<file path="src/sv/priority_counting_semaphore_assert.svh">
// Assertion macros used by the priority counting semaphore datapath.
`ifndef PRIORITY_COUNTING_SEMAPHORE_ASSERT_SVH
`define PRIORITY_COUNTING_SEMAPHORE_ASSERT_SVH

// Condition that must hold at every clock edge outside reset.
`define PCS_ASSERT(lbl, cond, msg) \
  lbl: assert property (@(posedge clk_i) disable iff (!rst_ni) (cond)) else $error(msg);

// Antecedent in one cycle implies the consequent in the next cycle.
`define PCS_ASSERT_NEXT(lbl, ante, cons, msg) \
  lbl: assert property (@(posedge clk_i) disable iff (!rst_ni) (ante) |=> (cons)) \
    else $error(msg);

`endif

</file>
<file path="src/sv/pcs_pkg.sv">
// Types and constants shared by the priority counting semaphore modules.
package pcs_pkg;

  localparam int COUNT_W = 8;
  localparam logic [COUNT_W-1:0] COUNT_MAX = 8'hFF;
  localparam logic [COUNT_W-1:0] INIT_COUNT_RST = 8'd1;

  localparam int PADDR_W = 3;
  localparam int PDATA_W = 32;
  localparam int REG_IDX_W = PADDR_W - 2;
  localparam logic [REG_IDX_W-1:0] REG_INITIAL_COUNT = '0;

  typedef enum logic [1:0] {
    OP_DOWN = 2'd0,
    OP_TRY  = 2'd1,
    OP_UP   = 2'd2,
    OP_RSVD = 2'd3
  } op_e;

  typedef enum logic [2:0] {
    ST_GRANTED = 3'd0,
    ST_QUEUED  = 3'd1,
    ST_REFUSED = 3'd2,
    ST_FULL    = 3'd3,
    ST_WOKE    = 3'd4,
    ST_RAISED  = 3'd5
  } status_e;

  typedef enum logic {
    S_IDLE = 1'b0,
    S_EXEC = 1'b1
  } state_e;

  typedef struct packed {
    logic [1:0] op;
    logic [7:0] requester_id;
    logic [5:0] priority_req;
  } req_t;

  typedef struct packed {
    logic [2:0] status;
    logic [7:0] woken_id;
    logic [7:0] free_count;
  } rsp_t;

  typedef struct packed {
    logic capture;
    logic execute;
  } ctrl_cmd_t;

  typedef struct packed {
    logic out_stall;
  } dp_status_t;

endpackage

</file>
<file path="src/sv/priority_counting_semaphore.sv">
// Top level of the priority-ordered counting semaphore with its register port.
//
//   channel | direction | handshake                 | payload
//   --------+-----------+---------------------------+----------------------
//   request | in        | in_valid_i / in_ready_o   | in_data_i  (req_t)
//   result  | out       | out_valid_o / out_ready_i | out_data_o (rsp_t)
//   config  | in        | psel/penable/pwrite/pready | paddr, pwdata, prdata
//
// Each request is handled in a capture step and then an execute step, in
// which the shift-register queue inserts or pops and the count updates.
// A new request is accepted while the previous result waits in the output
// register; execution holds only while that register is full and not read.
// Reset loads the count with one and empties the queue; no clearing pass.
// Writing initial_count reloads the count and empties the queue.
module priority_counting_semaphore #(
  parameter int QUEUE_DEPTH   = 16,
  parameter int ID_BITS       = 8,
  parameter int PRIORITY_BITS = 6
) (
  input  logic                          clk_i,
  input  logic                          rst_ni,
  input  logic                          in_valid_i,
  output logic                          in_ready_o,
  input  pcs_pkg::req_t                 in_data_i,
  output logic                          out_valid_o,
  input  logic                          out_ready_i,
  output pcs_pkg::rsp_t                 out_data_o,
  input  logic                          psel,
  input  logic                          penable,
  input  logic                          pwrite,
  input  logic [pcs_pkg::PADDR_W-1:0]   paddr,
  input  logic [pcs_pkg::PDATA_W-1:0]   pwdata,
  output logic [pcs_pkg::PDATA_W-1:0]   prdata,
  output logic                          pready
);
  import pcs_pkg::*;

  ctrl_cmd_t          cmd;
  dp_status_t         dp_status;
  logic               reg_hit;
  logic               cfg_we;
  logic [COUNT_W-1:0] cfg_rdata;

  assign pready  = 1'b1;
  assign reg_hit = paddr[PADDR_W-1:2] == REG_INITIAL_COUNT;
  assign cfg_we  = psel && penable && pwrite && pready && reg_hit;
  assign prdata  = reg_hit ? PDATA_W'(cfg_rdata) : '0;

  pcs_ctrl u_ctrl (
    .clk_i       (clk_i),
    .rst_ni      (rst_ni),
    .in_valid_i  (in_valid_i),
    .in_ready_o  (in_ready_o),
    .dp_status_i (dp_status),
    .cmd_o       (cmd)
  );

  pcs_dp #(
    .QUEUE_DEPTH   (QUEUE_DEPTH),
    .ID_BITS       (ID_BITS),
    .PRIORITY_BITS (PRIORITY_BITS)
  ) u_dp (
    .clk_i       (clk_i),
    .rst_ni      (rst_ni),
    .cmd_i       (cmd),
    .status_o    (dp_status),
    .req_i       (in_data_i),
    .cfg_we_i    (cfg_we),
    .cfg_wdata_i (pwdata[COUNT_W-1:0]),
    .cfg_rdata_o (cfg_rdata),
    .out_valid_o (out_valid_o),
    .out_ready_i (out_ready_i),
    .out_data_o  (out_data_o)
  );

endmodule

</file>
<file path="src/sv/pcs_ctrl.sv">
// Controller state machine: sequences capture and execution of one request.
module pcs_ctrl (
  input  logic                   clk_i,
  input  logic                   rst_ni,
  input  logic                   in_valid_i,
  output logic                   in_ready_o,
  input  pcs_pkg::dp_status_t    dp_status_i,
  output pcs_pkg::ctrl_cmd_t     cmd_o
);
  import pcs_pkg::*;

  state_e state_q, state_d;

  always_ff @(posedge clk_i or negedge rst_ni) begin
    if (!rst_ni) begin
      state_q <= S_IDLE;
    end else begin
      state_q <= state_d;
    end
  end

  always_comb begin
    state_d     = state_q;
    in_ready_o  = 1'b0;
    cmd_o       = '0;
    case (state_q)
      S_IDLE: begin
        in_ready_o    = 1'b1;
        cmd_o.capture = in_valid_i;
        if (in_valid_i) begin
          state_d = S_EXEC;
        end
      end
      S_EXEC: begin
        // The result register must be free, or be emptied in this cycle.
        if (!dp_status_i.out_stall) begin
          cmd_o.execute = 1'b1;
          state_d       = S_IDLE;
        end
      end
      default: begin
        state_d = S_IDLE;
      end
    endcase
  end

endmodule

</file>
<file path="src/sv/pcs_dp.sv">
// Datapath: unit count, sorted shift-register wait queue and result register.
`include "priority_counting_semaphore_assert.svh"

module pcs_dp #(
  parameter int QUEUE_DEPTH   = 16,
  parameter int ID_BITS       = 8,
  parameter int PRIORITY_BITS = 6
) (
  input  logic                            clk_i,
  input  logic                            rst_ni,
  input  pcs_pkg::ctrl_cmd_t              cmd_i,
  output pcs_pkg::dp_status_t             status_o,
  input  pcs_pkg::req_t                   req_i,
  input  logic                            cfg_we_i,
  input  logic [pcs_pkg::COUNT_W-1:0]     cfg_wdata_i,
  output logic [pcs_pkg::COUNT_W-1:0]     cfg_rdata_o,
  output logic                            out_valid_o,
  input  logic                            out_ready_i,
  output pcs_pkg::rsp_t                   out_data_o
);
  import pcs_pkg::*;

  localparam int FILL_W = $clog2(QUEUE_DEPTH + 1);
  localparam logic [FILL_W-1:0] FILL_FULL = FILL_W'(QUEUE_DEPTH);

  req_t                     req_q;
  logic [COUNT_W-1:0]       init_count_q;
  logic [COUNT_W-1:0]       count_q, count_d;
  logic [FILL_W-1:0]        fill_q, fill_d;
  logic [ID_BITS-1:0]       ids_q [QUEUE_DEPTH];
  logic [PRIORITY_BITS-1:0] prios_q [QUEUE_DEPTH];
  logic [ID_BITS-1:0]       ids_d [QUEUE_DEPTH];
  logic [PRIORITY_BITS-1:0] prios_d [QUEUE_DEPTH];
  logic [QUEUE_DEPTH-1:0]   at_or_after;
  logic [ID_BITS-1:0]       req_id;
  logic [PRIORITY_BITS-1:0] req_prio;
  logic                     do_push, do_pop;
  status_e                  status;
  logic [7:0]               woken;
  rsp_t                     out_q;
  logic                     out_valid_q;

  assign req_id   = ID_BITS'(req_q.requester_id);
  assign req_prio = PRIORITY_BITS'(req_q.priority_req);

  assign status_o.out_stall = out_valid_q && !out_ready_i;
  assign cfg_rdata_o        = init_count_q;
  assign out_valid_o        = out_valid_q;
  assign out_data_o         = out_q;

  always_ff @(posedge clk_i) begin
    if (cmd_i.capture) begin
      req_q <= req_i;
    end
  end

  // Request decode and count/fill update.
  always_comb begin
    count_d = count_q;
    fill_d  = fill_q;
    do_push = 1'b0;
    do_pop  = 1'b0;
    status  = ST_REFUSED;
    woken   = '0;
    case (op_e'(req_q.op))
      OP_DOWN: begin
        if (count_q != '0) begin
          count_d = count_q - 1'b1;
          status  = ST_GRANTED;
        end else if (fill_q != FILL_FULL) begin
          do_push = 1'b1;
          fill_d  = fill_q + 1'b1;
          status  = ST_QUEUED;
        end else begin
          status = ST_FULL;
        end
      end
      OP_TRY: begin
        if (count_q != '0) begin
          count_d = count_q - 1'b1;
          status  = ST_GRANTED;
        end
      end
      OP_UP: begin
        if (fill_q != '0) begin
          do_pop = 1'b1;
          fill_d = fill_q - 1'b1;
          status = ST_WOKE;
          woken  = 8'(ids_q[0]);
        end else begin
          if (count_q != COUNT_MAX) begin
            count_d = count_q + 1'b1;
          end
          status = ST_RAISED;
        end
      end
      default: begin
        status = ST_REFUSED;
      end
    endcase
  end

  // Every cell compares against the new priority at once. Because the queue
  // is sorted, the cells that lie at or after the insert point form a
  // contiguous run that reaches the end of the queue.
  always_comb begin
    for (int i = 0; i < QUEUE_DEPTH; i++) begin
      if (FILL_W'(i) < fill_q) begin
        at_or_after[i] = req_prio > prios_q[i];
      end else begin
        at_or_after[i] = 1'b1;
      end
    end
  end

  always_comb begin
    for (int i = 0; i < QUEUE_DEPTH; i++) begin
      ids_d[i]   = ids_q[i];
      prios_d[i] = prios_q[i];
      if (do_push) begin
        if (i > 0 && at_or_after[i-1]) begin
          ids_d[i]   = ids_q[i-1];
          prios_d[i] = prios_q[i-1];
        end else if (at_or_after[i]) begin
          ids_d[i]   = req_id;
          prios_d[i] = req_prio;
        end
      end else if (do_pop && i < QUEUE_DEPTH - 1) begin
        ids_d[i]   = ids_q[i+1];
        prios_d[i] = prios_q[i+1];
      end
    end
  end

  always_ff @(posedge clk_i) begin
    if (cmd_i.execute && (do_push || do_pop)) begin
      for (int i = 0; i < QUEUE_DEPTH; i++) begin
        ids_q[i]   <= ids_d[i];
        prios_q[i] <= prios_d[i];
      end
    end
  end

  always_ff @(posedge clk_i or negedge rst_ni) begin
    if (!rst_ni) begin
      init_count_q <= INIT_COUNT_RST;
      count_q      <= INIT_COUNT_RST;
      fill_q       <= '0;
    end else if (cfg_we_i) begin
      init_count_q <= cfg_wdata_i;
      count_q      <= cfg_wdata_i;
      fill_q       <= '0;
    end else if (cmd_i.execute) begin
      count_q <= count_d;
      fill_q  <= fill_d;
    end
  end

  always_ff @(posedge clk_i or negedge rst_ni) begin
    if (!rst_ni) begin
      out_valid_q <= 1'b0;
    end else if (cmd_i.execute) begin
      out_valid_q <= 1'b1;
    end else if (out_ready_i) begin
      out_valid_q <= 1'b0;
    end
  end

  always_ff @(posedge clk_i) begin
    if (cmd_i.execute) begin
      out_q.status     <= status;
      out_q.woken_id   <= woken;
      out_q.free_count <= count_d;
    end
  end

  `PCS_ASSERT(a_fill_bound, fill_q <= FILL_FULL, "queue fill exceeds depth")
  `PCS_ASSERT(a_exec_free, !(cmd_i.execute && status_o.out_stall),
              "result overwritten while still waiting")
  `PCS_ASSERT_NEXT(a_pop_fill, cmd_i.execute && do_pop && !cfg_we_i,
                   fill_q == $past(fill_q) - 1'b1, "wake did not shrink the queue")

  for (genvar g = 0; g < QUEUE_DEPTH - 1; g++) begin : g_sorted
    `PCS_ASSERT(a_sorted, (FILL_W'(g + 1) >= fill_q) || (prios_q[g] >= prios_q[g+1]),
                "wait queue out of priority order")
  end

endmodule
</file>
<file path="config.mk">
export PLATFORM = sky130hd
export DESIGN_NAME = priority_counting_semaphore
export DESIGN_NICKNAME = d
export VERILOG_FILES = /design/src/sv/pcs_pkg.sv /design/src/sv/priority_counting_semaphore.sv /design/src/sv/pcs_ctrl.sv /design/src/sv/pcs_dp.sv
export VERILOG_INCLUDE_DIRS = /design/src /design/src/sv
export SDC_FILE = /design/constraint.sdc
export NUM_CORES = 1
export LEC_CHECK = 0
export BUFFER_PORTS_ARGS = -buffer_cell sky130_fd_sc_hd__buf_4
export CAP_MARGIN = 20
export CORE_MARGIN = 3
export CORE_UTILIZATION = 45
export CTS_BUF_LIST = sky130_fd_sc_hd__clkbuf_16
export DETAILED_ROUTE_END_ITERATION = 6
export PLACE_DENSITY = 0.72
export SETUP_SLACK_MARGIN = 0.3
export SYNTH_ARGS = -nofsm -noshare
export SYNTH_HDL_FRONTEND = slang
export SYNTH_SLANG_ARGS = --single-unit
export TNS_END_PERCENT = 50
</file>
<file path="constraint.sdc">
create_clock -name clk_i -period 8.3 [get_ports clk_i]
set_input_delay 0.83 -clock clk_i [delete_from_list [all_inputs] [get_ports clk_i]]
set_output_delay 0.83 -clock clk_i [all_outputs]
set_load 0.05 [all_outputs]
</file>
* Word level (Yosys, flattened, before mapping)
Memories as Yosys holds them, arrays and structs flattened. Cells that the tools add are included.
Operators by class: bitwise logic cells 2, $add $sub $neg 4, reduce and logical (&&, ||, !) cells 16, equal/unequal tests 7, magnitude comparators 32, multiplexer cells 174
Operators with widths (count):
- 2-to-1 mux 8 bit | 68
- 2-to-1 mux 6 bit | 62
- > comparator 6 bit | 16
- < comparator 4 x 5 -> 1 bit (first input constant) | 8
- 2-to-1 mux 1 bit | 32
- 2-to-1 mux 5 bit | 5
- < comparator 3 x 5 -> 1 bit (first input constant) | 4
- case mux 8 bit (2 select lines) | 1
- < comparator 1 x 5 -> 1 bit (first input constant) | 2
- < comparator 2 x 5 -> 1 bit (first input constant) | 2
- case mux 5 bit (2 select lines) | 1
- case mux 3 bit (3 select lines) | 1
- adder 8 x 1 -> 8 bit (second input constant) | 1
- != test 8 bit (second input constant) | 1
- nonzero test 8 bit | 1
- subtractor 8 x 1 -> 8 bit (second input constant) | 1
- 2-to-1 mux 2 bit | 3
- != test 3 x 2 -> 1 bit (second input constant) | 2
- adder 5 x 1 -> 5 bit (second input constant) | 1
- logical AND 1 bit | 5
- != test 5 bit (second input constant) | 1
- AND reduction 5 bit | 1
- nonzero test 5 bit | 1
- subtractor 5 x 1 -> 5 bit (second input constant) | 1
- 12 further kinds | 14
Word-level totals: output and inout bits 54, memories kept 2, bits in writable memories 224, word-level logic and storage cells 248, register bits after elaboration 58
Memory list:
- u_dp.ids_q | words 16, bits a word 8, rd ports 16, clocked after Yosys merged registers in 0, write ports 16, RTL line pcs_dp.sv:30 | logic [ID_BITS-1:0] ids_q [QUEUE_DEPTH];
- u_dp.prios_q | words 16, bits a word 6, rd ports 16, clocked after Yosys merged registers in 0, write ports 16, RTL line pcs_dp.sv:31 | logic [PRIORITY_BITS-1:0] prios_q [QUEUE_DEPTH];

* Depth between registers and ports, before layout
depth after elaboration 8, depth in mapped cells 10

* Hierarchy
Synthesis repeated with hierarchy kept, for this count alone.
Unflattened totals: cell total of the unflattened synthesis 1588, area total of the unflattened synthesis 16764.8 um^2
By module, submodules not included:
- pcs_dp | area an instance 16432.0 um^2, instances 1, cells an instance 1547, sequential area each 8330.5 um^2
- priority_counting_semaphore | area an instance 275.3 um^2, instances 1, cells an instance 36, sequential area each 0.0 um^2
- pcs_ctrl | area an instance 57.6 um^2, instances 1, cells an instance 5, sequential area each 25.0 um^2

* Worst setup path before layout
OpenSTA, ideal clock, no wires.
kind register to register, from register u_dp.count_q[1], to memory u_dp.ids_q[15][0] (enable), slack 5.109 ns, clock period less this slack 3.191 ns, arrival time 2.783 ns, required time 7.893 ns, library setup time 0.407 ns, stages on the path, launching flop included 8, cell sequence dfrtp_1 -> inv_1 -> ha_1 -> nor3b_2 -> nand4_1 -> clkbuf_1 -> clkbuf_1 -> a211oi_1
RTL lines:
- start, declared | RTL line pcs_dp.sv:28 | logic [COUNT_W-1:0] count_q, count_d;
- start signal, assigned | RTL line pcs_dp.sv:151 | count_q <= cfg_wdata_i;
- start signal, assigned | RTL line pcs_dp.sv:154 | count_q <= count_d;
- end, declared | RTL line pcs_dp.sv:30

==> qor.txt <==
DP HPWL = 32400 microns
Core area = 0.0367 sq mm
Post-CTS setup buffers = 0
Synth Flop Type = edfxtp_1
Max-slew violation count = 0
I/O pins = 112
Peak supply drop = 0.177 mV
Die Span X = 199 microns
Minimum clock period = 4.20 ns
Total negative slack = 0 ns
Most frequent cells in the layout = edfxtp_1, o211ai_1, nand2_1
Worst setup SP type = flop
Initial antenna violation count = 1
Sink Count = 282
Drt pass-1 iters = 5
# DRC = 0
Setup violators final = 0
Tcrit/Tclk final = 0.506
EDFF count, synth = 259
Seq cells post-synth = 282
Number of global-route vias before repair = 13500
Die area = 0.0398 sq mm
Port Buffers = 60
RSZ-0062 raised after global routing = no
Placed cells = 2044
Critical Path AT = 4.58 ns
PostCTS Resize Cnt = 0
Worst reg2reg startpoint = u_dp.fill_q[1]$_DFFE_PN0P_
Most common cell after layout, fill and taps aside = edfxtp_1
Die Height = 199 microns
DR iter-0 viols = 1623
# rows = 70
Sequential share of the synthesized area = 0.496
Clock Pin Slew Worst Setup and Hold Paths = 0.07 ns
FMAX = 238 MHz
Gr usage total = 0.240
Worst Path Required = 8.68 ns
Worst-Skew Late Latency = 0.59 ns
Nets@finish = 1771
Worst R2R Setup Slack = 4.10 ns
H-tree levels = 1
CP startpoint = u_dp.fill_q[1]$_DFFE_PN0P_
Pwr Total = 5310 uW
Reg2Reg Depth = 7
Placer Congestion = 0.885
Synth-to-layout area growth = 9.52%
Status = complete, no violations
Hold Path Class = input pin to async pin
Non-Filler Instances = 2104
Clock Skew = 0.0369 ns
Rel. slew slack = 0.308
Root buf cell = clkbuf_16
Global-route wire length before repair = 74700 microns
R2R Path End = u_dp.ids_q[14][1]$_DFFE_PP_
Slew @ Worst Pin = 1.04 ns
Yosys Warn Count = 0
Crit. End Element = flop
Total global routing overflow = 0
Max Cap Violations = 0
Cell variety after synth = 73
Worst setup margin = 4.10 ns
CTS tree = yes
Final ANT Viol Nets = 0
Number of antenna repair diodes = 0
Mapped Avg Cell Area = 10.4 sq um
Layout cells sized above 1 = 0.111
Critical-path maximum fanout = 102
Async SR Flop Fraction = 0.0816
Synth Cell Area = 0.0168 sq mm
Final Hold Fails = 0
Clock Tree Buf Depth = 3
Via density = 6.48
Hold-fix buffers, CTS = 0
Routed length per instance = 23.0 microns
Setup WS pre-CTS = 4.21 ns
Worst setup path class = flop to flop
Starting Density = 0.459
Leak = 0.00687 uW
Routed WL = 48500 microns
Largest net degree at the start of global routing = 103
Vias after detailed routing = 13600
PwrDens = 288 mW/mm^2
Total CTS buffers = 31
Synth Instances = 1616
## per-stage QoR
step | util | cell area [sq um] | hold WS (ns)
2_1_floorplan | - | 16900 | 0.436
3_3_place_gp | 0.476 | 17500 | 0.449
3_5_place_dp | 0.476 | 17500 | 0.451
4_1_cts | 0.502 | 18400 | 0.133
5_1_grt | 0.502 | 18400 | 0.149
6_report | 0.502 | 18400 | 0.143
## layout make-up
class                      count  area (sq um)
clock buffer                  31           776
clock inverter                27           181
fill                        3210         18300
inverter                     107           402
multi-input combinational   1096          7430
sequential                   282          8360
tap                          468           586
timing repair buffer          93           698
## synthesized netlist by cell type (6+ instances only)
library cell	n	share of area
edfxtp_1	259	0.46
o211ai_1	206	0.092
nand2_1	194	0.043
inv_1	106	0.024
ha_1	102	0.076
nand3_1	80	0.024
clkbuf_1	73	0.016
o221ai_1	72	0.037
nor2_1	66	0.015
a21oi_1	54	0.016
buf_2	48	0.014
o21ai_0	46	0.014
a31oi_1	34	0.013
buf_4	31	0.014
a211oi_1	21	0.0094
dfrtp_1	21	0.031
nand4_1	21	0.0078
nor2b_1	17	0.0063
mux2_2	16	0.011
nand2b_1	14	0.0052
and2_1	10	0.0037
o32a_1	9	0.0054
xnor2_1	8	0.0042
o31a_1	7	0.0036
mux2i_1	6	0.0036
o21bai_1	6	0.0027
or2_2	6	0.0022
or3_1	6	0.0022
## logic make-up after synthesis
family | after synthesis | synth area share
AO/OA/AOI/OAI | 493 | 0.213
adder cells (fa/ha/maj) | 102 | 0.0758
multiplexers | 23 | 0.0156
other | 2 | 0.000446
XOR/XNOR | 9 | 0.00468
buffers and inverters | 261 | 0.0691
flip-flops | 282 | 0.496
AND/OR/NAND/NOR | 444 | 0.125
## where the power goes
group	internal, uW	total, uW	switching [uW]	leakage, uW
Combinational	550	1900	1350	0.00372
Clock	738	1310	573	0.000504
Sequential	1860	2090	236	0.00265
Total	3140	5310	2160	0.00687
## sequential cells by signal, summed over array words and instances, names as in the netlist
| register | cells |
|---|---|
| u_ctrl.state_q | 1 |
| u_dp.out_data_o | 19 |
| u_dp.count_q | 8 |
| u_dp.prios_q | 96 |
| u_dp.out_valid_o | 1 |
| u_dp.cfg_rdata_o | 8 |
| u_dp.ids_q | 128 |
| u_dp.req_id | 8 |
| u_dp.req_q | 2 |
| u_dp.req_prio | 6 |
| u_dp.fill_q | 5 |
## critical path, stage by stage, from the launching register on
cell and delay [ns]:
dfrtp_1 0.69, inv_1 0.25, ha_1 0.32, nand4bb_1 0.15, and4_4 0.51, buf_4 0.83
nand2_1 0.78, o211ai_1 0.41
## worst max-delay path by stage
stage	cells after the start	end	slack [ns]
finish	7	u_dp.ids_q[14][1]$_DFFE_PP_	4.10
global route	7	u_dp.ids_q[12][1]$_DFFE_PP_	3.83
CTS	7	u_dp.ids_q[14][1]$_DFFE_PP_	4.19
detailed placement	7	u_dp.ids_q[10][1]$_DFFE_PP_	4.21
global placement	7	u_dp.ids_q[14][6]$_DFFE_PP_	4.35
floorplan	7	u_dp.ids_q[15][0]$_DFFE_PP_	5.11
## per-layer routing
layer,track usage,up-vias,wire [microns]
met4,0.0840,2,1870
met1,0.318,6656,19600
li1,-,6144,-
met3,0.0548,147,4350
met5,0,-,10
met2,0.390,684,22600
Power figures use the tool's default switching activity.
